File: src/sv/char_lcd_nibble_write_sequencer_top_assert.svh
// Assertion macros used by the character LCD back sequencer module.
`ifndef CHAR_LCD_NIBBLE_WRITE_SEQUENCER_TOP_ASSERT_SVH
`define CHAR_LCD_NIBBLE_WRITE_SEQUENCER_TOP_ASSERT_SVH

// Checks that a condition implies another one in the same cycle.
`define LCDNW_ASSERT_SAME(label, clk, rst, ante, cons, msg) \
   label: assert property (@(posedge clk) disable iff (rst) (ante) |-> (cons)) \
      else $error(msg);

// Checks that a condition implies another one in the next cycle.
`define LCDNW_ASSERT_NEXT(label, clk, rst, ante, cons, msg) \
   label: assert property (@(posedge clk) disable iff (rst) (ante) |=> (cons)) \
      else $error(msg);

`endif

File: src/sv/lcdnw_pkg.sv
package lcdnw_pkg;

   // Display geometry and timer sizing.
   localparam int COLUMNS    = 16;
   localparam int TIMER_BITS = 20;
   localparam logic [TIMER_BITS-1:0] TIMER_MAX = '1;

   // Configuration port sizing.
   localparam int CFG_BITS   = 20;
   localparam int PULSE_BITS = 16;
   localparam int CSR_IDX_BITS = 2;
   localparam logic [CSR_IDX_BITS-1:0] CSR_PULSE_TICKS     = 2'd0;
   localparam logic [CSR_IDX_BITS-1:0] CSR_SETTLE_TICKS    = 2'd1;
   localparam logic [CSR_IDX_BITS-1:0] CSR_INIT_WAIT_TICKS = 2'd2;

   // Register reset values.
   localparam logic [PULSE_BITS-1:0] PULSE_RESET     = 16'd5;
   localparam logic [CFG_BITS-1:0]   SETTLE_RESET    = 20'd100;
   localparam logic [CFG_BITS-1:0]   INIT_WAIT_RESET = 20'd10000;

   // Stream widths.
   localparam int REQ_DATA_BITS = 32;
   localparam int RSP_DATA_BITS = 16;

   // Queue between front and back.
   localparam int QUEUE_DEPTH = 2;
   localparam int QPTR_BITS   = $clog2(QUEUE_DEPTH);
   localparam int QCNT_BITS   = $clog2(QUEUE_DEPTH + 1);

   // Init sequence.
   localparam int INIT_LEN = 5;
   localparam int IDX_BITS = $clog2(INIT_LEN + 1);

   // Fixed LCD command bytes.
   localparam logic [7:0] LCD_CLEAR    = 8'h01;
   localparam logic [7:0] LCD_ROW0_DDR = 8'h80;
   localparam logic [7:0] LCD_ROW1_DDR = 8'hC0;

   // Request codes on the action field.
   typedef enum logic [2:0] {
      ACT_TICK  = 3'd0,
      ACT_DATA  = 3'd1,
      ACT_CMD   = 3'd2,
      ACT_GOTO  = 3'd3,
      ACT_INIT  = 3'd4,
      ACT_CLEAR = 3'd5
   } act_type;

   // Classified request kinds handed from front to back.
   typedef enum logic [1:0] {
      CMD_TICK,
      CMD_WRITE,
      CMD_INIT,
      CMD_REFUSE
   } cmd_kind_type;

   typedef struct packed {
      cmd_kind_type kind;
      logic [7:0]   data_byte;
      logic         sel;
   } cmd_type;

   // Sequencer phases.
   typedef enum logic [2:0] {
      PH_IDLE,
      PH_HI,
      PH_GAP,
      PH_LO,
      PH_SETTLE,
      PH_INITWAIT
   } phase_type;

   // Byte sent at a given step of the init sequence.
   function automatic logic [7:0] init_byte(input logic [IDX_BITS-1:0] k);
      logic [7:0] b;
      case (k)
         3'd0:    b = 8'h32;
         3'd1:    b = 8'h28;
         3'd2:    b = 8'h0C;
         3'd3:    b = 8'h06;
         3'd4:    b = 8'h01;
         default: b = 8'h00;
      endcase
      return b;
   endfunction

   // Tick count loaded into the timer: zero counts as one, large values saturate.
   function automatic logic [TIMER_BITS-1:0] load_count(input logic [CFG_BITS-1:0] v);
      logic [TIMER_BITS-1:0] c;
      if (v == '0) begin
         c = TIMER_BITS'(1);
      end else if (v > CFG_BITS'(TIMER_MAX)) begin
         c = TIMER_MAX;
      end else begin
         c = TIMER_BITS'(v);
      end
      return c;
   endfunction

endpackage

File: src/sv/lcdnw_front.sv
module lcdnw_front (
   input  logic [lcdnw_pkg::REQ_DATA_BITS-1:0] req_data,
   output lcdnw_pkg::cmd_type                  cmd
);

   logic [2:0] action;
   logic [7:0] value;
   logic [7:0] column;
   logic [7:0] row;
   logic [7:0] goto_base;

   assign action = req_data[2:0];
   assign value  = req_data[10:3];
   assign column = req_data[18:11];
   assign row    = req_data[26:19];

   assign goto_base = (row == 8'd0) ? lcdnw_pkg::LCD_ROW0_DDR : lcdnw_pkg::LCD_ROW1_DDR;

   // Turn each request into the byte it sends and the kind of work it needs.
   always_comb begin
      cmd.kind      = lcdnw_pkg::CMD_TICK;
      cmd.data_byte = value;
      cmd.sel       = 1'b0;
      case (lcdnw_pkg::act_type'(action))
         lcdnw_pkg::ACT_DATA: begin
            cmd.kind = lcdnw_pkg::CMD_WRITE;
            cmd.sel  = 1'b1;
         end
         lcdnw_pkg::ACT_CMD: begin
            cmd.kind = lcdnw_pkg::CMD_WRITE;
         end
         lcdnw_pkg::ACT_GOTO: begin
            if (column >= 8'(lcdnw_pkg::COLUMNS)) begin
               cmd.kind = lcdnw_pkg::CMD_REFUSE;
            end else begin
               cmd.kind = lcdnw_pkg::CMD_WRITE;
            end
            cmd.data_byte = goto_base + column;
         end
         lcdnw_pkg::ACT_INIT: begin
            cmd.kind      = lcdnw_pkg::CMD_INIT;
            cmd.data_byte = lcdnw_pkg::init_byte('0);
         end
         lcdnw_pkg::ACT_CLEAR: begin
            cmd.kind      = lcdnw_pkg::CMD_WRITE;
            cmd.data_byte = lcdnw_pkg::LCD_CLEAR;
         end
         default: begin
            cmd.kind = lcdnw_pkg::CMD_TICK;
         end
      endcase
   end

endmodule

File: src/sv/lcdnw_queue.sv
module lcdnw_queue (
   input  logic               clock,
   input  logic               reset,
   input  logic               push_valid,
   output logic               push_ready,
   input  lcdnw_pkg::cmd_type push_cmd,
   output logic               pop_valid,
   input  logic               pop_ready,
   output lcdnw_pkg::cmd_type pop_cmd
);

   lcdnw_pkg::cmd_type                entry_ff [lcdnw_pkg::QUEUE_DEPTH];
   logic [lcdnw_pkg::QPTR_BITS-1:0]   wr_ptr_ff, wr_ptr_in;
   logic [lcdnw_pkg::QPTR_BITS-1:0]   rd_ptr_ff, rd_ptr_in;
   logic [lcdnw_pkg::QCNT_BITS-1:0]   count_ff, count_in;
   logic                              push;
   logic                              pop;

   assign push_ready = (count_ff != lcdnw_pkg::QCNT_BITS'(lcdnw_pkg::QUEUE_DEPTH));
   assign pop_valid  = (count_ff != '0);
   assign pop_cmd    = entry_ff[rd_ptr_ff];
   assign push       = push_valid && push_ready;
   assign pop        = pop_valid && pop_ready;

   // Pointer and fill count update.
   always_comb begin
      wr_ptr_in = wr_ptr_ff;
      rd_ptr_in = rd_ptr_ff;
      count_in  = count_ff;
      if (push) begin
         wr_ptr_in = (wr_ptr_ff == lcdnw_pkg::QPTR_BITS'(lcdnw_pkg::QUEUE_DEPTH - 1)) ?
                     '0 : wr_ptr_ff + 1'b1;
      end
      if (pop) begin
         rd_ptr_in = (rd_ptr_ff == lcdnw_pkg::QPTR_BITS'(lcdnw_pkg::QUEUE_DEPTH - 1)) ?
                     '0 : rd_ptr_ff + 1'b1;
      end
      if (push && !pop) begin
         count_in = count_ff + 1'b1;
      end else if (pop && !push) begin
         count_in = count_ff - 1'b1;
      end
   end

   always_ff @(posedge clock) begin
      if (reset) begin
         wr_ptr_ff <= '0;
         rd_ptr_ff <= '0;
         count_ff  <= '0;
      end else begin
         wr_ptr_ff <= wr_ptr_in;
         rd_ptr_ff <= rd_ptr_in;
         count_ff  <= count_in;
      end
   end

   // Entry storage needs no reset.
   always_ff @(posedge clock) begin
      if (push) begin
         entry_ff[wr_ptr_ff] <= push_cmd;
      end
   end

endmodule

File: src/sv/lcdnw_back.sv
`include "char_lcd_nibble_write_sequencer_top_assert.svh"

module lcdnw_back (
   input  logic                                  clock,
   input  logic                                  reset,
   input  logic                                  csr_wr_en,
   input  logic [lcdnw_pkg::CSR_IDX_BITS-1:0]    csr_index,
   input  logic [lcdnw_pkg::CFG_BITS-1:0]        csr_wdata,
   input  logic                                  cmd_valid,
   output logic                                  cmd_ready,
   input  lcdnw_pkg::cmd_type                    cmd,
   output logic                                  rsp_tvalid,
   input  logic                                  rsp_tready,
   output logic [lcdnw_pkg::RSP_DATA_BITS-1:0]   rsp_tdata
);

   // Configuration registers.
   logic [lcdnw_pkg::PULSE_BITS-1:0] pulse_ff;
   logic [lcdnw_pkg::CFG_BITS-1:0]   settle_ff;
   logic [lcdnw_pkg::CFG_BITS-1:0]   init_wait_ff;

   // Sequencer state.
   lcdnw_pkg::phase_type              phase_ff, phase_in, phase_a;
   logic [lcdnw_pkg::TIMER_BITS-1:0]  timer_ff, timer_in, timer_a, timer_dec;
   logic [7:0]                        byte_ff, byte_in, byte_a;
   logic                              sel_ff, sel_in, sel_a;
   logic [lcdnw_pkg::IDX_BITS-1:0]    idx_ff, idx_in, idx_a;
   logic [3:0]                        nib_ff, nib_in, nib_a;
   logic                              drop_a;
   logic [7:0]                        init_next;

   // Output register.
   logic                              rsp_valid_ff, rsp_valid_in;
   logic [lcdnw_pkg::RSP_DATA_BITS-1:0] rsp_data_ff, rsp_data_in;

   logic                              pop;
   logic [lcdnw_pkg::CFG_BITS-1:0]    pulse_ext;

   assign cmd_ready  = !rsp_valid_ff || rsp_tready;
   assign pop        = cmd_valid && cmd_ready;
   assign rsp_tvalid = rsp_valid_ff;
   assign rsp_tdata  = rsp_data_ff;
   assign pulse_ext  = {{(lcdnw_pkg::CFG_BITS - lcdnw_pkg::PULSE_BITS){1'b0}}, pulse_ff};

   // Register writes.
   always_ff @(posedge clock) begin
      if (reset) begin
         pulse_ff     <= lcdnw_pkg::PULSE_RESET;
         settle_ff    <= lcdnw_pkg::SETTLE_RESET;
         init_wait_ff <= lcdnw_pkg::INIT_WAIT_RESET;
      end else if (csr_wr_en) begin
         case (csr_index)
            lcdnw_pkg::CSR_PULSE_TICKS:     pulse_ff     <= csr_wdata[lcdnw_pkg::PULSE_BITS-1:0];
            lcdnw_pkg::CSR_SETTLE_TICKS:    settle_ff    <= csr_wdata;
            lcdnw_pkg::CSR_INIT_WAIT_TICKS: init_wait_ff <= csr_wdata;
            default: begin
            end
         endcase
      end
   end

   // Apply this tick's request: a new byte starts only from idle.
   always_comb begin
      phase_a = phase_ff;
      timer_a = timer_ff;
      byte_a  = byte_ff;
      sel_a   = sel_ff;
      idx_a   = idx_ff;
      nib_a   = nib_ff;
      drop_a  = 1'b0;
      case (cmd.kind)
         lcdnw_pkg::CMD_WRITE, lcdnw_pkg::CMD_INIT: begin
            if (phase_ff != lcdnw_pkg::PH_IDLE) begin
               drop_a = 1'b1;
            end else begin
               phase_a = lcdnw_pkg::PH_HI;
               timer_a = lcdnw_pkg::load_count(pulse_ext);
               byte_a  = cmd.data_byte;
               sel_a   = cmd.sel;
               nib_a   = cmd.data_byte[7:4];
               if (cmd.kind == lcdnw_pkg::CMD_INIT) begin
                  idx_a = lcdnw_pkg::IDX_BITS'(1);
               end
            end
         end
         lcdnw_pkg::CMD_REFUSE: begin
            drop_a = 1'b1;
         end
         default: begin
         end
      endcase
   end

   assign timer_dec = (timer_a != '0) ? timer_a - 1'b1 : timer_a;

   // Byte of the init sequence that follows the current one.
   assign init_next = lcdnw_pkg::init_byte(idx_a);

   // Next state: count the tick down and step the phase when it runs out.
   always_comb begin
      phase_in = phase_a;
      timer_in = timer_a;
      byte_in  = byte_a;
      sel_in   = sel_a;
      idx_in   = idx_a;
      nib_in   = nib_a;
      if (phase_a != lcdnw_pkg::PH_IDLE) begin
         timer_in = timer_dec;
         if (timer_dec == '0) begin
            case (phase_a)
               lcdnw_pkg::PH_HI: begin
                  phase_in = lcdnw_pkg::PH_GAP;
                  timer_in = lcdnw_pkg::TIMER_BITS'(1);
                  nib_in   = byte_a[3:0];
               end
               lcdnw_pkg::PH_GAP: begin
                  phase_in = lcdnw_pkg::PH_LO;
                  timer_in = lcdnw_pkg::load_count(pulse_ext);
               end
               lcdnw_pkg::PH_LO: begin
                  phase_in = lcdnw_pkg::PH_SETTLE;
                  timer_in = lcdnw_pkg::load_count(settle_ff);
               end
               lcdnw_pkg::PH_SETTLE: begin
                  if (idx_a >= lcdnw_pkg::IDX_BITS'(1) &&
                      idx_a < lcdnw_pkg::IDX_BITS'(lcdnw_pkg::INIT_LEN)) begin
                     // Next byte of the init sequence.
                     idx_in   = idx_a + 1'b1;
                     byte_in  = init_next;
                     sel_in   = 1'b0;
                     nib_in   = init_next[7:4];
                     phase_in = lcdnw_pkg::PH_HI;
                     timer_in = lcdnw_pkg::load_count(pulse_ext);
                  end else if (idx_a == lcdnw_pkg::IDX_BITS'(lcdnw_pkg::INIT_LEN)) begin
                     idx_in   = '0;
                     phase_in = lcdnw_pkg::PH_INITWAIT;
                     timer_in = lcdnw_pkg::load_count(init_wait_ff);
                  end else begin
                     idx_in   = '0;
                     phase_in = lcdnw_pkg::PH_IDLE;
                     timer_in = '0;
                  end
               end
               default: begin
                  phase_in = lcdnw_pkg::PH_IDLE;
                  timer_in = '0;
               end
            endcase
         end
      end
   end

   // Outputs: pin levels after the request is taken, held in the output register.
   always_comb begin
      rsp_data_in      = '0;
      rsp_data_in[0]   = sel_a;
      rsp_data_in[1]   = 1'b0;
      rsp_data_in[2]   = (phase_a == lcdnw_pkg::PH_HI) || (phase_a == lcdnw_pkg::PH_LO);
      rsp_data_in[6:3] = nib_a;
      rsp_data_in[7]   = (phase_a != lcdnw_pkg::PH_IDLE);
      rsp_data_in[8]   = drop_a;
      if (pop) begin
         rsp_valid_in = 1'b1;
      end else if (rsp_tready) begin
         rsp_valid_in = 1'b0;
      end else begin
         rsp_valid_in = rsp_valid_ff;
      end
   end

   always_ff @(posedge clock) begin
      if (reset) begin
         phase_ff     <= lcdnw_pkg::PH_IDLE;
         timer_ff     <= '0;
         byte_ff      <= '0;
         sel_ff       <= 1'b0;
         idx_ff       <= '0;
         nib_ff       <= '0;
         rsp_valid_ff <= 1'b0;
      end else begin
         rsp_valid_ff <= rsp_valid_in;
         if (pop) begin
            phase_ff <= phase_in;
            timer_ff <= timer_in;
            byte_ff  <= byte_in;
            sel_ff   <= sel_in;
            idx_ff   <= idx_in;
            nib_ff   <= nib_in;
         end
      end
   end

   // Result payload needs no reset.
   always_ff @(posedge clock) begin
      if (pop) begin
         rsp_data_ff <= rsp_data_in;
      end
   end

   `LCDNW_ASSERT_SAME(a_idle_timer_zero, clock, reset,
      phase_ff == lcdnw_pkg::PH_IDLE, timer_ff == '0, "timer running while idle")
   `LCDNW_ASSERT_SAME(a_busy_timer_set, clock, reset,
      phase_ff != lcdnw_pkg::PH_IDLE, timer_ff != '0, "busy phase with empty timer")
   `LCDNW_ASSERT_SAME(a_init_in_byte, clock, reset,
      idx_ff != '0, phase_ff == lcdnw_pkg::PH_HI || phase_ff == lcdnw_pkg::PH_GAP ||
      phase_ff == lcdnw_pkg::PH_LO || phase_ff == lcdnw_pkg::PH_SETTLE,
      "init step pending outside a byte transfer")
   `LCDNW_ASSERT_SAME(a_enable_when_busy, clock, reset,
      rsp_valid_ff && rsp_data_ff[2], rsp_data_ff[7], "enable strobe while not busy")
   `LCDNW_ASSERT_NEXT(a_pop_gives_result, clock, reset,
      pop, rsp_valid_ff, "consumed item produced no result")

endmodule

File: src/sv/char_lcd_nibble_write_sequencer_top.sv
// Character LCD write sequencer for a 4-bit bus.
// Each item on the req_ stream is one time tick that may carry a request
// (write data, write command, go to position, init or clear). Every item
// gives exactly one item on the rsp_ stream: the pin levels for that tick
// (register select, read/write, enable, d7..d4) plus busy and dropped flags.
// A request that arrives while a byte is still being sent or settling, or
// during the init wait, is dropped and flagged, as is a go-to to a column past the display width.
// Throughput is one item per clock cycle while rsp_tready is high. A front
// decoder classifies each item into a two-entry queue; the back sequencer
// takes one item per cycle from the queue into its output register when that
// register is free, so each item is held in a queue entry and then in the
// output register before rsp_tvalid shows its result. The tick timer only
// changes pin levels, never the rate.
// When rsp_tready is low the output register holds its item, the queue
// fills with up to two more items and then req_tready drops.
// Synchronous reset returns the timing registers to their defaults
// (pulse 5, settle 100, init wait 10000), empties the queue and output
// register, and leaves the sequencer idle. The user must write registers
// through the csr_ port only while the block is idle; the block does not enforce this.
module char_lcd_nibble_write_sequencer_top (
   input  logic                                clock,
   input  logic                                reset,
   // Fields from bit 0: action[2:0], value[10:3], column[18:11], row[26:19].
   input  logic [lcdnw_pkg::REQ_DATA_BITS-1:0] req_tdata,
   input  logic                                req_tvalid,
   output logic                                req_tready,
   // Fields from bit 0: reg_select[0], read_write[1], enable[2],
   // bus_nibble[6:3], busy_res[7], dropped[8].
   output logic [lcdnw_pkg::RSP_DATA_BITS-1:0] rsp_tdata,
   output logic                                rsp_tvalid,
   input  logic                                rsp_tready,
   input  logic                                csr_wr_en,
   input  logic [lcdnw_pkg::CSR_IDX_BITS-1:0]  csr_index,
   input  logic [lcdnw_pkg::CFG_BITS-1:0]      csr_wdata
);

   lcdnw_pkg::cmd_type front_cmd;
   lcdnw_pkg::cmd_type queue_cmd;
   logic               queue_valid;
   logic               queue_ready;

   // Request decoding.
   lcdnw_front u_front (
      .req_data (req_tdata),
      .cmd      (front_cmd)
   );

   // Decoupling queue.
   lcdnw_queue u_queue (
      .clock      (clock),
      .reset      (reset),
      .push_valid (req_tvalid),
      .push_ready (req_tready),
      .push_cmd   (front_cmd),
      .pop_valid  (queue_valid),
      .pop_ready  (queue_ready),
      .pop_cmd    (queue_cmd)
   );

   // Pin sequencer.
   lcdnw_back u_back (
      .clock      (clock),
      .reset      (reset),
      .csr_wr_en  (csr_wr_en),
      .csr_index  (csr_index),
      .csr_wdata  (csr_wdata),
      .cmd_valid  (queue_valid),
      .cmd_ready  (queue_ready),
      .cmd        (queue_cmd),
      .rsp_tvalid (rsp_tvalid),
      .rsp_tready (rsp_tready),
      .rsp_tdata  (rsp_tdata)
   );

endmodule

File: config.mk
export PLATFORM = sky130hd
export DESIGN_NAME = char_lcd_nibble_write_sequencer_top
export DESIGN_NICKNAME = d
export VERILOG_FILES = /design/src/sv/lcdnw_pkg.sv /design/src/sv/lcdnw_front.sv /design/src/sv/lcdnw_queue.sv /design/src/sv/lcdnw_back.sv /design/src/sv/char_lcd_nibble_write_sequencer_top.sv
export VERILOG_INCLUDE_DIRS = /design/src /design/src/sv
export SDC_FILE = /design/constraint.sdc
export NUM_CORES = 1
export LEC_CHECK = 0
export BUFFER_PORTS_ARGS = -buffer_cell sky130_fd_sc_hd__buf_2
export CORE_MARGIN = 2
export CORE_UTILIZATION = 50
export CTS_CLUSTER_SIZE = 12
export DETAILED_ROUTE_END_ITERATION = 10
export MAX_ROUTING_LAYER = met4
export PLACE_DENSITY = 0.76
export SLEW_MARGIN = 20
export SYNTH_ARGS = -nofsm -noshare
export SYNTH_HDL_FRONTEND = slang
export SYNTH_SLANG_ARGS = --single-unit
export TNS_END_PERCENT = 50
File: constraint.sdc
create_clock -name clock -period 5.8 [get_ports clock]
set_clock_uncertainty 0.1 [all_clocks]
set_input_delay 1.74 -clock clock [delete_from_list [all_inputs] [get_ports clock]]
set_output_delay 1.74 -clock clock [all_outputs]
set_load 0.01 [all_outputs]
==> impl_summary.log, run 1 <==
[metrics] CTS Root Buffer Type: sky130_fd_sc_hd__clkbuf_16
[metrics] Rel. slew slack: 31.0%
[metrics] Initial Util: between 50% and 60%
[metrics] count of synthesis-stage warnings from yosys: 0
[metrics] number of endpoints failing setup at the final stage: 0
[metrics] CTS max path bufs: 2
[metrics] synthesized-area fraction occupied by adder cells: 1.93%
[metrics] post-detailed-route wirelength per cell: roughly 18 um
[metrics] Syn Inst Count: 871
[metrics] Post-synth EDFFs: 30
[metrics] antenna violations before repair: 0
[metrics] Final Max Slew Viols: 0
[metrics] Core Footprint: ~14,000 um2
[metrics] Leak: 3.16 nW
[metrics] Worst Setup Start Kind: flip-flop
[metrics] main combinational cell family by area after synthesis: simple AND/OR/NAND/NOR gates
[metrics] final hold viol count: 0
[metrics] flop and latch count out of synthesis: approximately 130
[metrics] final core area utilization: around three fifths
[metrics] slowest cell delay on critical path: ~530 ps
[metrics] simple-gate portion of the synthesized area: roughly 28%
[metrics] Period Utilization, post-route: 95.0%
[metrics] antenna-violating nets left: 0
[metrics] P&R area growth vs syn: 14.9%
[metrics] Worst Path Class, Setup: reg2reg
[metrics] class of the tightest hold or removal check: reg2reg
[metrics] Routed Wire Length: ~19 mm
[metrics] crit path cell chain: mux2i_1 > ha_1 > or4b_4 > nor2_1 > o21ai_0 > o21ai_0 > ha_1 > or3b_2 > nor4_2 > o221ai_2 > o21bai_1 > o31a_1 > nor4_2 > nand4_1 > buf_4 > or4b_1 > a32o_1
[metrics] clock period minus final worst setup slack: around 5500 ps
[metrics] sort of element at the end of the critical path: flip-flop
[metrics] CTS Hold Buffers Added: 0
[metrics] category of cells accounting for the largest share of critical-path delay: simple AND/OR/NAND/NOR gates
[metrics] fraction of synthesized cell area in xor and xnor cells: under 10%
[metrics] global route total overflow: 0
[metrics] Netlist cell types: a little under 70
[metrics] Final #Nets: between 900 and 1,000
[metrics] CTS H-tree depth: 4
[metrics] fraction of layout instances using a drive strength above 1: approximately 14%
[metrics] signal arrival time at the worst endpoint: ~5700 ps
[metrics] critical-path maximum fanout: 10
[metrics] PnR Total Power: 4.51 mW
[metrics] initial detailed-routing violation count: just under 1,000
[metrics] Top Ports: just under 80
[metrics] Num Clock Sinks: around 130
[metrics] transition at the pin with the smallest max-transition slack: ~1000 ps
[metrics] post-synthesis compound-gate area fraction: about 20%
[metrics] global-route wire length before repair: between 30 and 40 mm
[metrics] RePlAce Congestion: ~0.96
[metrics] non-filler cells, final: approximately 1,100
[metrics] worst-path cell with the longest stage delay: sky130_fd_sc_hd__or4b_1
[metrics] Avg Cell Area, Syn: about 8 um2
[metrics] highest ir drop seen on vdd: between 0.2 and 0.3 mV
[metrics] power density cells: 552 nW/um2
[metrics] Synth async-reset ratio: 0%
[metrics] number of DRC violations after detailed routing: 0
[metrics] result of the run: finished, final reports clean
[metrics] multiplexer share of the synthesized area: under 10%
[metrics] Critical path buffers and inverters: 1
[metrics] Max Clk Rate: 182 MHz
[metrics] via density per instance: roughly 6.1
[metrics] die height: approximately 120 um
[metrics] standard-cell rows: between 40 and 50
[metrics] data required time at the worst endpoint: 6010 ps
[metrics] pin count of the biggest net entering global routing: between 40 and 50
[metrics] total standard cell area after synthesis: slightly above 7000 um2
[metrics] Num CTS Buffers: 17
[metrics] DP HPWL: 13.2 mm
[metrics] die area: roughly 15,000 um2
[metrics] vias in the first global route: between 6,000 and 7,000
[metrics] Reg clk slew, reported paths: roughly 60 ps
[metrics] number of placed instances with taps included: roughly 1,100
[metrics] TritonCTS clock tree: yes
[metrics] unrepaired setup endpoints after global routing: true
[metrics] final setup TNS: 0 ps
[metrics] drt first pass iters: 6
[metrics] number of maximum-capacitance violations: 0
[metrics] buffers added on ports: between 60 and 70
[metrics] portion of the post-synthesis area used by sequential elements: around 40%
[metrics] die boundary width: 123 um
[metrics] clock latency of the later-clocked register in the worst-skew pair: roughly 430 ps
[metrics] vias post-DR: 6,759
[metrics] predominant post-synthesis flop cell: sky130_fd_sc_hd__dfxtp_1
[metrics] GRT Resource Usage Total: between 20% and 30%
[metrics] number of antenna cells inserted: 0
-- metal layers --
layer	global-route usage, %	routed length (um)	vias to the layer above
li1	-	-	3263
met1	36.9	8620	3174
met2	40.3	8820	266
met3	6.27	1410	56
met4	11.6	590	0
met5	-	0	-
-- flip-flops by register name (all words and copies together), names as in the netlist, named ones only --
| name | count |
|---|---|
| u_back.rsp_tvalid | 1 |
| u_back.timer_ff | 20 |
| u_back.sel_ff | 1 |
| u_queue.entry_ff | 22 |
| u_back.settle_ff | 20 |
| u_queue.count_ff | 2 |
| u_back.pulse_ff | 16 |
| u_back.rsp_tdata | 8 |
| u_back.phase_ff | 3 |
| u_back.init_wait_ff | 20 |
| u_back.nib_ff | 4 |
| u_queue.wr_ptr_ff | 1 |
| u_back.idx_ff | 3 |
| u_queue.rd_ptr_ff | 1 |
| u_back.byte_ff | 4 |
-- layout make-up --
class	instances	area, um2
multi-input cells	675	4000
repair buffers	80	443
flip-flops and latches	127	2840
well taps	180	225
clock inverters	8	71.3
clock buffers	24	536
inverters	16	60.1
fillers	1247	5710
-- where the power goes --
part | internal, mW | switching, mW | leakage (nW) | total (mW)
combinational | 0.845 | 1.34 | 1.78 | 2.19
clock | 0.687 | 0.390 | 0.306 | 1.08
sequential | 1.11 | 0.136 | 1.08 | 1.24
total | 2.64 | 1.87 | 3.16 | 4.51
-- synthesized netlist by cell type (all sizes together) (5+ instances only) --
| cell type | number | area share (%) |
|---|---|---|
| nand2 | 161 | 8.5 |
| or4 | 7 | 0.79 |
| a22o | 6 | 0.74 |
| nor3 | 32 | 2.4 |
| and3 | 5 | 0.44 |
| o21ai | 40 | 2.8 |
| nor3b | 5 | 0.53 |
| xnor2 | 7 | 0.86 |
| a222oi | 14 | 2.0 |
| dfxtp | 97 | 27 |
| buf | 17 | 1.6 |
| a211oi | 10 | 1.1 |
| and2 | 5 | 0.44 |
| a22oi | 6 | 0.63 |
| or3 | 15 | 1.3 |
| edfxtp | 30 | 13 |
| nor2b | 7 | 0.62 |
| o211ai | 15 | 1.6 |
| o21a | 10 | 1.1 |
| nor4 | 26 | 2.4 |
| ha | 11 | 1.9 |
| inv | 16 | 0.84 |
| nand3 | 11 | 0.77 |
| mux2i | 28 | 3.9 |
| o31a | 8 | 0.98 |
| clkbuf | 43 | 2.3 |
| xor2 | 11 | 1.4 |
| a21oi | 67 | 4.7 |
| nand3b | 14 | 1.5 |
| nor2 | 80 | 4.2 |
| nand4 | 6 | 0.53 |
| nand2b | 6 | 0.53 |
| a31oi | 5 | 0.44 |
-- tightest hold or removal path, cell delays in order, from the launching register on --
cell and delay, ps:
sky130_fd_sc_hd__dfxtp_1 300, sky130_fd_sc_hd__nand2_1 50, sky130_fd_sc_hd__a21oi_1 50
-- worst paths after layout --
kind | start | endpoint | slack, ps | cells after the start
setup / recovery | flip-flop | u_back.byte_ff[1]$_SDFFE_PP0P_ | 290 | 17
hold / removal | u_back.settle_ff[0]$_SDFFE_PP0P_ | u_back.settle_ff[0]$_SDFFE_PP0P_ | 350 | 2
setup reg to reg | flip-flop | u_back.byte_ff[1]$_SDFFE_PP0P_ | 290 | 17
hold reg to reg | u_back.settle_ff[0]$_SDFFE_PP0P_ | u_back.settle_ff[0]$_SDFFE_PP0P_ | 350 | 2
-- through the flow --
step / worst slack, ps / hold WS, ps / instance area (um2)
floorplan: 147 / 325 / 7140
global placement: 184 / 339 / 7510
detailed placement: 142 / 346 / 7510
CTS: 70.3 / 353 / 8120
global route: -22.6 / 387 / 8170
finish: 293 / 353 / 8170
-- what timing repair did --
action | in CTS | in global routing
endpoints found under the hold margin | 0 | 0
buffers inserted | 0 | 5
gates resized for setup | 0 | 2
endpoints found under the setup margin | 0 | 35
-- cell usage in the layout, fill, tap and decap left out, drive strengths merged, types with 7 or more instances in the layout --
cell type    n
buf         80
o211ai      15
edfxtp      30
or3         15
dfxtp       97
o31a         8
or4          7
nor3        32
inv         18
xor2        11
nand2      161
nand3       11
ha          11
a222oi      14
a211oi      10
nor4        26
nand3b      14
o21a        10
conb         8
a21oi       67
mux2i       28
nor2b        7
nor2        80
o21ai       40
xnor2        7
clkbuf      24
-- cells by family (layout without fill, tap and decap cells) --
logic type | after synthesis | count (layout)
flops | 127 | 127
mux | 29 | 29
fa+ha+maj | 11 | 11
simple gates | 399 | 399
compound gates | 210 | 210
xor+xnor | 18 | 18
other cells | 1 | 8
buf+inv | 76 | 128
Power figures use the tool's default switching activity.
==> run 2: changes to the inputs <==
PLACE_DENSITY = 0.73   (was 0.76)
REMOVE_ABC_BUFFERS = 1   (was default)
==> run 2 against run 1 <==
  * Critical path depth decreased by 1
  * Final cell count is 0.54% lower
  * Via count shrank 0.61%
  * Global-route usage shrank 0.15 points
  * Sequential power is essentially flat
  * Utilization is 0.19 points lower
  * Wire length fell by 0.14%
  * Maximum frequency rose by 0.90%
  * Register-to-register slack gained 50 ps
  * Clock-buffer cell count rose by 1
  * Critical path type unchanged
  * Critical endpoint unchanged
  * Largest power group unchanged
==> impl_summary.log, run 2 (synthesis results as in run 1) <==
[metrics] result of the run: finished, final reports clean
[metrics] DP HPWL: 12.9 mm
[metrics] class of the tightest hold or removal check: reg2reg
[metrics] Final Max Slew Viols: 0
[metrics] commonest non-fill, non-tap cells in the layout: sky130_fd_sc_hd__nand2_1 (161), sky130_fd_sc_hd__dfxtp_1 (97), sky130_fd_sc_hd__nor2_1 (79), sky130_fd_sc_hd__a21oi_1 (67), sky130_fd_sc_hd__buf_2 (63)
[metrics] largest register by flop count: u_queue.entry_ff
[metrics] Initial Util: approximately 51%
[metrics] signal arrival time at the worst endpoint: between 5000 and 6000 ps
[metrics] vias post-DR: around 6,700
[metrics] worst setup slack after placement: approximately 230 ps
[metrics] PnR Total Power: around 4.5 mW
[metrics] via density per instance: approximately 6.1
[metrics] Rel. slew slack: a little over a third
[metrics] drt first pass iters: 6
[metrics] fraction of layout instances using a drive strength above 1: 13.7%
[metrics] Final #Nets: approximately 980
[metrics] Reg clk slew, reported paths: about 60 ps
[metrics] CTS max path bufs: 2
[metrics] critical-path maximum fanout: 13
[metrics] number of endpoints failing setup at the final stage: 0
[metrics] global-route wire length before repair: between 30 and 40 mm
[metrics] transition at the pin with the smallest max-transition slack: just under 1000 ps
[metrics] die area: between 15,000 and 20,000 um2
[metrics] clock period minus final worst setup slack: 5460 ps
[metrics] pin count of the biggest net entering global routing: 59
[metrics] highest ir drop seen on vdd: about 0.32 mV
[metrics] number of antenna cells inserted: 0
[metrics] Routed Wire Length: 19.4 mm
[metrics] R2R depth: 16
[metrics] Worst Path Class, Setup: reg2reg
[metrics] clock latency of the later-clocked register in the worst-skew pair: about 420 ps
[metrics] Core Footprint: between 10,000 and 15,000 um2
[metrics] die boundary width: 123 um
[metrics] Worst Hold Depth: 2
[metrics] post-detailed-route wirelength per cell: 17.6 um
[metrics] power density cells: around 560 nW/um2
[metrics] Max Clk Rate: approximately 180 MHz
[metrics] CTS H-tree depth: 4
[metrics] Num CTS Buffers: 17
[metrics] buffers added on ports: 63
[metrics] antenna-violating nets left: 0
[metrics] RePlAce Congestion: roughly 0.96
[metrics] initial detailed-routing violation count: roughly 640
[metrics] final hold viol count: 0
[metrics] standard-cell rows: 43
[metrics] global route total overflow: 0
[metrics] Setup WS post-layout: roughly 340 ps
[metrics] sort of element at the end of the critical path: flip-flop
[metrics] number of flip-flops under the largest register name: 22
[metrics] CTS Root Buffer Type: sky130_fd_sc_hd__clkbuf_16
[metrics] number of DRC violations after detailed routing: 0
[metrics] number of maximum-capacitance violations: 0
[metrics] Worst Setup Start Kind: flip-flop
[metrics] CTS Hold Buffers Added: 0
[metrics] Top Ports: a little under 80
[metrics] most common cell after layout, fill and taps aside: sky130_fd_sc_hd__nand2_1
[metrics] buffers inserted during post-CTS setup optimization: 0
[metrics] die height: between 100 and 150 um
[metrics] vias in the first global route: approximately 6,100
[metrics] GRT Resource Usage Total: between 20% and 30%
[metrics] antenna violations before repair: 0
[metrics] Num Clock Sinks: between 100 and 150
[metrics] P&R area growth vs syn: 14.5%
[metrics] TritonCTS clock tree: yes
[metrics] Period Utilization, post-route: about 94%
[metrics] Leak: about 3.1 nW
[metrics] data required time at the worst endpoint: between 6000 and 7000 ps
## run 2: power by group
group	switching, mW	total (mW)	internal [mW]	leakage, nW
logic	1.36	2.21	0.844	1.75
clock network	0.395	1.08	0.686	0.305
registers	0.139	1.24	1.11	1.08
total	1.90	4.53	2.64	3.14
## run 2: final timing paths
path / from / end / slack (ps)
setup / recovery: flip-flop / u_back.byte_ff[1]$_SDFFE_PP0P_ / 340
hold / removal: u_back.init_wait_ff[0]$_SDFFE_PP0P_ / u_back.init_wait_ff[0]$_SDFFE_PP0P_ / 350
setup reg to reg: flip-flop / u_back.byte_ff[1]$_SDFFE_PP0P_ / 340
hold reg to reg: u_back.init_wait_ff[0]$_SDFFE_PP0P_ / u_back.init_wait_ff[0]$_SDFFE_PP0P_ / 350
## run 2: critical path, stage by stage (launching register included)
cell	delay, ps
sky130_fd_sc_hd__dfxtp_1	420
sky130_fd_sc_hd__mux2i_1	340
sky130_fd_sc_hd__ha_1	290
sky130_fd_sc_hd__or4b_4	480
sky130_fd_sc_hd__nor2_1	90
sky130_fd_sc_hd__o21ai_0	100
sky130_fd_sc_hd__o21ai_0	160
sky130_fd_sc_hd__ha_1	340
sky130_fd_sc_hd__or3b_2	480
sky130_fd_sc_hd__nor4_2	370
sky130_fd_sc_hd__o221ai_4	330
sky130_fd_sc_hd__o21bai_1	250
sky130_fd_sc_hd__o31a_1	150
sky130_fd_sc_hd__nor4_2	280
sky130_fd_sc_hd__nand4_1	280
sky130_fd_sc_hd__or4b_1	610
sky130_fd_sc_hd__a32o_1	270
## run 2: timing repair
| action | 4_1_cts | 5_1_grt |
|---|---|---|
| endpoints found under the hold margin | 0 | 0 |
| endpoints found under the setup margin | 0 | 26 |
| resized for setup | 0 | 4 |
## run 2: area by class of cell
type,count,area (um2)
Fill cell,1277,5730
Sequential cell,127,2840
Tap cell,180,225
Multi-Input combinational cell,675,4020
Clock buffer,25,538
Inverter,16,60.1
Timing Repair Buffer,74,398
Clock inverter,7,67.6
## run 2: through the flow
stage	std cells	hold slack (ps)	area, um2	util (%)	setup TNS (ps)
floorplan	818	325	6870	-	-8530
global placement	1072	339	7500	54.1	0
detailed placement	1072	344	7500	54.1	0
CTS	1104	352	8110	58.4	0
global route	1104	374	8150	58.7	-15.9
finish	1104	351	8150	58.7	0
## run 2: per-layer routing
layer  track usage [%]  part of all wire, %  vias to the layer above
li1                  -                    -                     3238
met1              39.0                   47                     3138
met2              38.7                   43                      303
met3              6.37                  8.2                       39
met4              8.88                  1.9                        0
met5                 -                    0                        -
==> run 3: changes to the inputs <==
CORE_ASPECT_RATIO = 0.5   (was default)
GPL_TIMING_DRIVEN = 0   (was default)
==> run 3 against run 2 <==
  * Worst setup slack improved by 13 ps
  * Critical path depth rose by 1
  * Clock-buffer cell count fell by 8
  * Sequential power barely moved
  * Non-clock buffer count rose by 7
  * Combinational power rose by 8%
==> impl_summary.log, run 3 (synthesis results as in run 1) <==
[metrics] result of the run: finished, final reports clean
[metrics] fraction of layout instances using a drive strength above 1: 15.5%
[metrics] post-detailed-route wirelength per cell: 18.3 um
[metrics] critical-path maximum fanout: 13
[metrics] DP HPWL: between 10 and 15 mm
[metrics] number of cells on the critical path: 17
[metrics] via density per instance: between 6 and 7
[metrics] Worst Path Class, Setup: reg2reg
[metrics] worst setup slack after placement: -1370 ps
[metrics] CTS Root Buffer Type: sky130_fd_sc_hd__clkbuf_16
[metrics] Period Utilization, post-route: about 94%
[metrics] non-filler cells, final: roughly 1,100
[metrics] number of endpoints failing setup at the final stage: 0
[metrics] largest register by flop count: u_queue.entry_ff
[metrics] global route total overflow: 0
[metrics] R2R depth: 17
[metrics] die height: 88.3 um
[metrics] sort of element at the end of the critical path: flip-flop
[metrics] Critical path buffers and inverters: 1
[metrics] DR WL met2: between 9 and 10 mm
[metrics] Core Footprint: ~14,000 um2
[metrics] Setup WS post-layout: 354 ps
[metrics] standard-cell rows: 30
[metrics] commonest non-fill, non-tap cells in the layout: sky130_fd_sc_hd__nand2_1 (161), sky130_fd_sc_hd__dfxtp_1 (96), sky130_fd_sc_hd__nor2_1 (78), sky130_fd_sc_hd__a21oi_1 (66), sky130_fd_sc_hd__buf_2 (64)
[metrics] Initial Util: 51.8%
[metrics] Worst Hold Depth: 2
[metrics] P&R area growth vs syn: 16.4%
[metrics] wire length on met1: 8.86 mm
[metrics] transition at the pin with the smallest max-transition slack: between 900 and 1000 ps
[metrics] slowest cell delay on critical path: between 500 and 600 ps
[metrics] number of maximum-capacitance violations: 0
[metrics] class of the tightest hold or removal check: reg2reg
[metrics] global-route wire length before repair: 32.2 mm
[metrics] number of DRC violations after detailed routing: 0
[metrics] data required time at the worst endpoint: roughly 6000 ps
[metrics] category of cells accounting for the largest share of critical-path delay: simple AND/OR/NAND/NOR gates
[metrics] unrepaired setup endpoints after global routing: false
[metrics] highest ir drop seen on vdd: around 0.36 mV
[metrics] final core area utilization: between 60% and 70%
[metrics] Rel. slew slack: between 30% and 40%
[metrics] number of antenna cells inserted: 0
[metrics] antenna violations before repair: 0
[metrics] most common cell after layout, fill and taps aside: sky130_fd_sc_hd__nand2_1
[metrics] area of all placed cells without fillers: slightly above 8000 um2
[metrics] CTS Hold Buffers Added: 0
[metrics] final hold viol count: 0
[metrics] clock latency of the later-clocked register in the worst-skew pair: 420 ps
[metrics] die boundary width: between 150 and 200 um
[metrics] number of placed instances with taps included: 1,082
[metrics] vias in the first global route: ~6,400
[metrics] clock period minus final worst setup slack: around 5400 ps
[metrics] GRT Resource Usage Total: 27.5%
[metrics] Max Clk Rate: ~180 MHz
[metrics] uppermost signal routing layer after detailed routing: met4
[metrics] Leak: between 3 and 4 nW
[metrics] capture instance of the worst register-to-register path: u_back.byte_ff[1]$_SDFFE_PP0P_
[metrics] Num Clock Sinks: between 100 and 150
[metrics] vias post-DR: slightly below 7,000
[metrics] cell occurring most often along the worst timing path: sky130_fd_sc_hd__o21ai_0
[metrics] Worst Setup Start Kind: flip-flop
[metrics] pin count of the biggest net entering global routing: 76
[metrics] crit path cell chain: mux2i_4 > ha_4 > or4b_4 > nor2_1 > o21ai_0 > o21ai_0 > ha_2 > or3b_2 > nor4_4 > or2_4 > o21ai_1 > mux2_2 > nor4_1 > nand4_1 > buf_6 > or4b_1 > a32o_1
[metrics] worst-path cell with the longest stage delay: sky130_fd_sc_hd__or4b_1
[metrics] signal arrival time at the worst endpoint: 5660 ps
[metrics] RePlAce Congestion: about 0.9
[metrics] initial detailed-routing violation count: 886
[metrics] antenna-violating nets left: 0
[metrics] Num CTS Buffers: 17
[metrics] power density cells: approximately 570 nW/um2
[metrics] TritonCTS clock tree: yes
[metrics] reg-to-reg slack, setup: between 300 and 400 ps
[metrics] PnR Total Power: between 4 and 5 mW
[metrics] Routed Wire Length: between 20 and 25 mm
[metrics] Final Max Slew Viols: 0
[metrics] Fin Hold WS: 365 ps
[metrics] number of flip-flops under the largest register name: 22
[metrics] buffers added on ports: 63
[metrics] Top Ports: between 70 and 80
[metrics] Reg clk slew, reported paths: 70 ps
[metrics] met3 wire length: between 1.5 and 2 mm
[metrics] CTS max path bufs: 2
[metrics] standard cell area after detailed placement: roughly 7500 um2
[metrics] die area: roughly 15,000 um2
[metrics] Final #Nets: slightly below 1,000
[metrics] capture point of the critical path: u_back.byte_ff[1]$_SDFFE_PP0P_
[metrics] final setup TNS: 0 ps
[metrics] drt first pass iters: 6
[metrics] CTS H-tree depth: 4
## run 3: metal layers
metal | global-route usage, % | up-vias
li1 | - | 3269
met1 | 34.5 | 3244
met2 | 46.3 | 320
met3 | 3.99 | 44
met4 | 10.1 | 0
met5 | - | -
## run 3: final cells by class
cell class,instances,area (um2)
sequential,127,2850
inverter,16,60.1
tap,192,240
timing repair buffer,81,479
clock inverter,15,144
clock buffer,17,425
fill,1193,5460
multi-input combinational,677,4090
## run 3: power breakdown
group | leakage, nW | internal (mW) | switching, mW
clock network | 0.268 | 0.568 | 0.463
logic | 1.81 | 0.931 | 1.44
registers | 1.08 | 1.11 | 0.166
total | 3.15 | 2.61 | 2.07
## run 3: worst min-delay path: stages (launching register included)
cell and delay (ps):
sky130_fd_sc_hd__dfxtp_1 310, sky130_fd_sc_hd__nand2_1 60, sky130_fd_sc_hd__a21oi_1 50
## run 3: timing repair
item,in CTS,in global routing
resized for setup,6,8
endpoints found under the setup margin,35,17
buffers inserted,4,5
pin swaps,2,3
gates cloned,1,1
endpoints found under the hold margin,0,0
## run 3: how the worst min path moves through the flow
stage / start / end / slack, ps
after global placement: u_back.sel_ff$_SDFFE_PP0P_ / u_back.sel_ff$_SDFFE_PP0P_ / 340
after CTS: u_back.sel_ff$_SDFFE_PP0P_ / u_back.sel_ff$_SDFFE_PP0P_ / 360
final: u_back.sel_ff$_SDFFE_PP0P_ / u_back.sel_ff$_SDFFE_PP0P_ / 370
after floorplan: u_back.nib_ff[2]$_SDFFE_PP0P_ / u_back.nib_ff[2]$_SDFFE_PP0P_ / 330
after global routing: u_back.init_wait_ff[0]$_SDFFE_PP0P_ / u_back.init_wait_ff[0]$_SDFFE_PP0P_ / 380
after detailed placement: u_back.sel_ff$_SDFFE_PP0P_ / u_back.sel_ff$_SDFFE_PP0P_ / 350
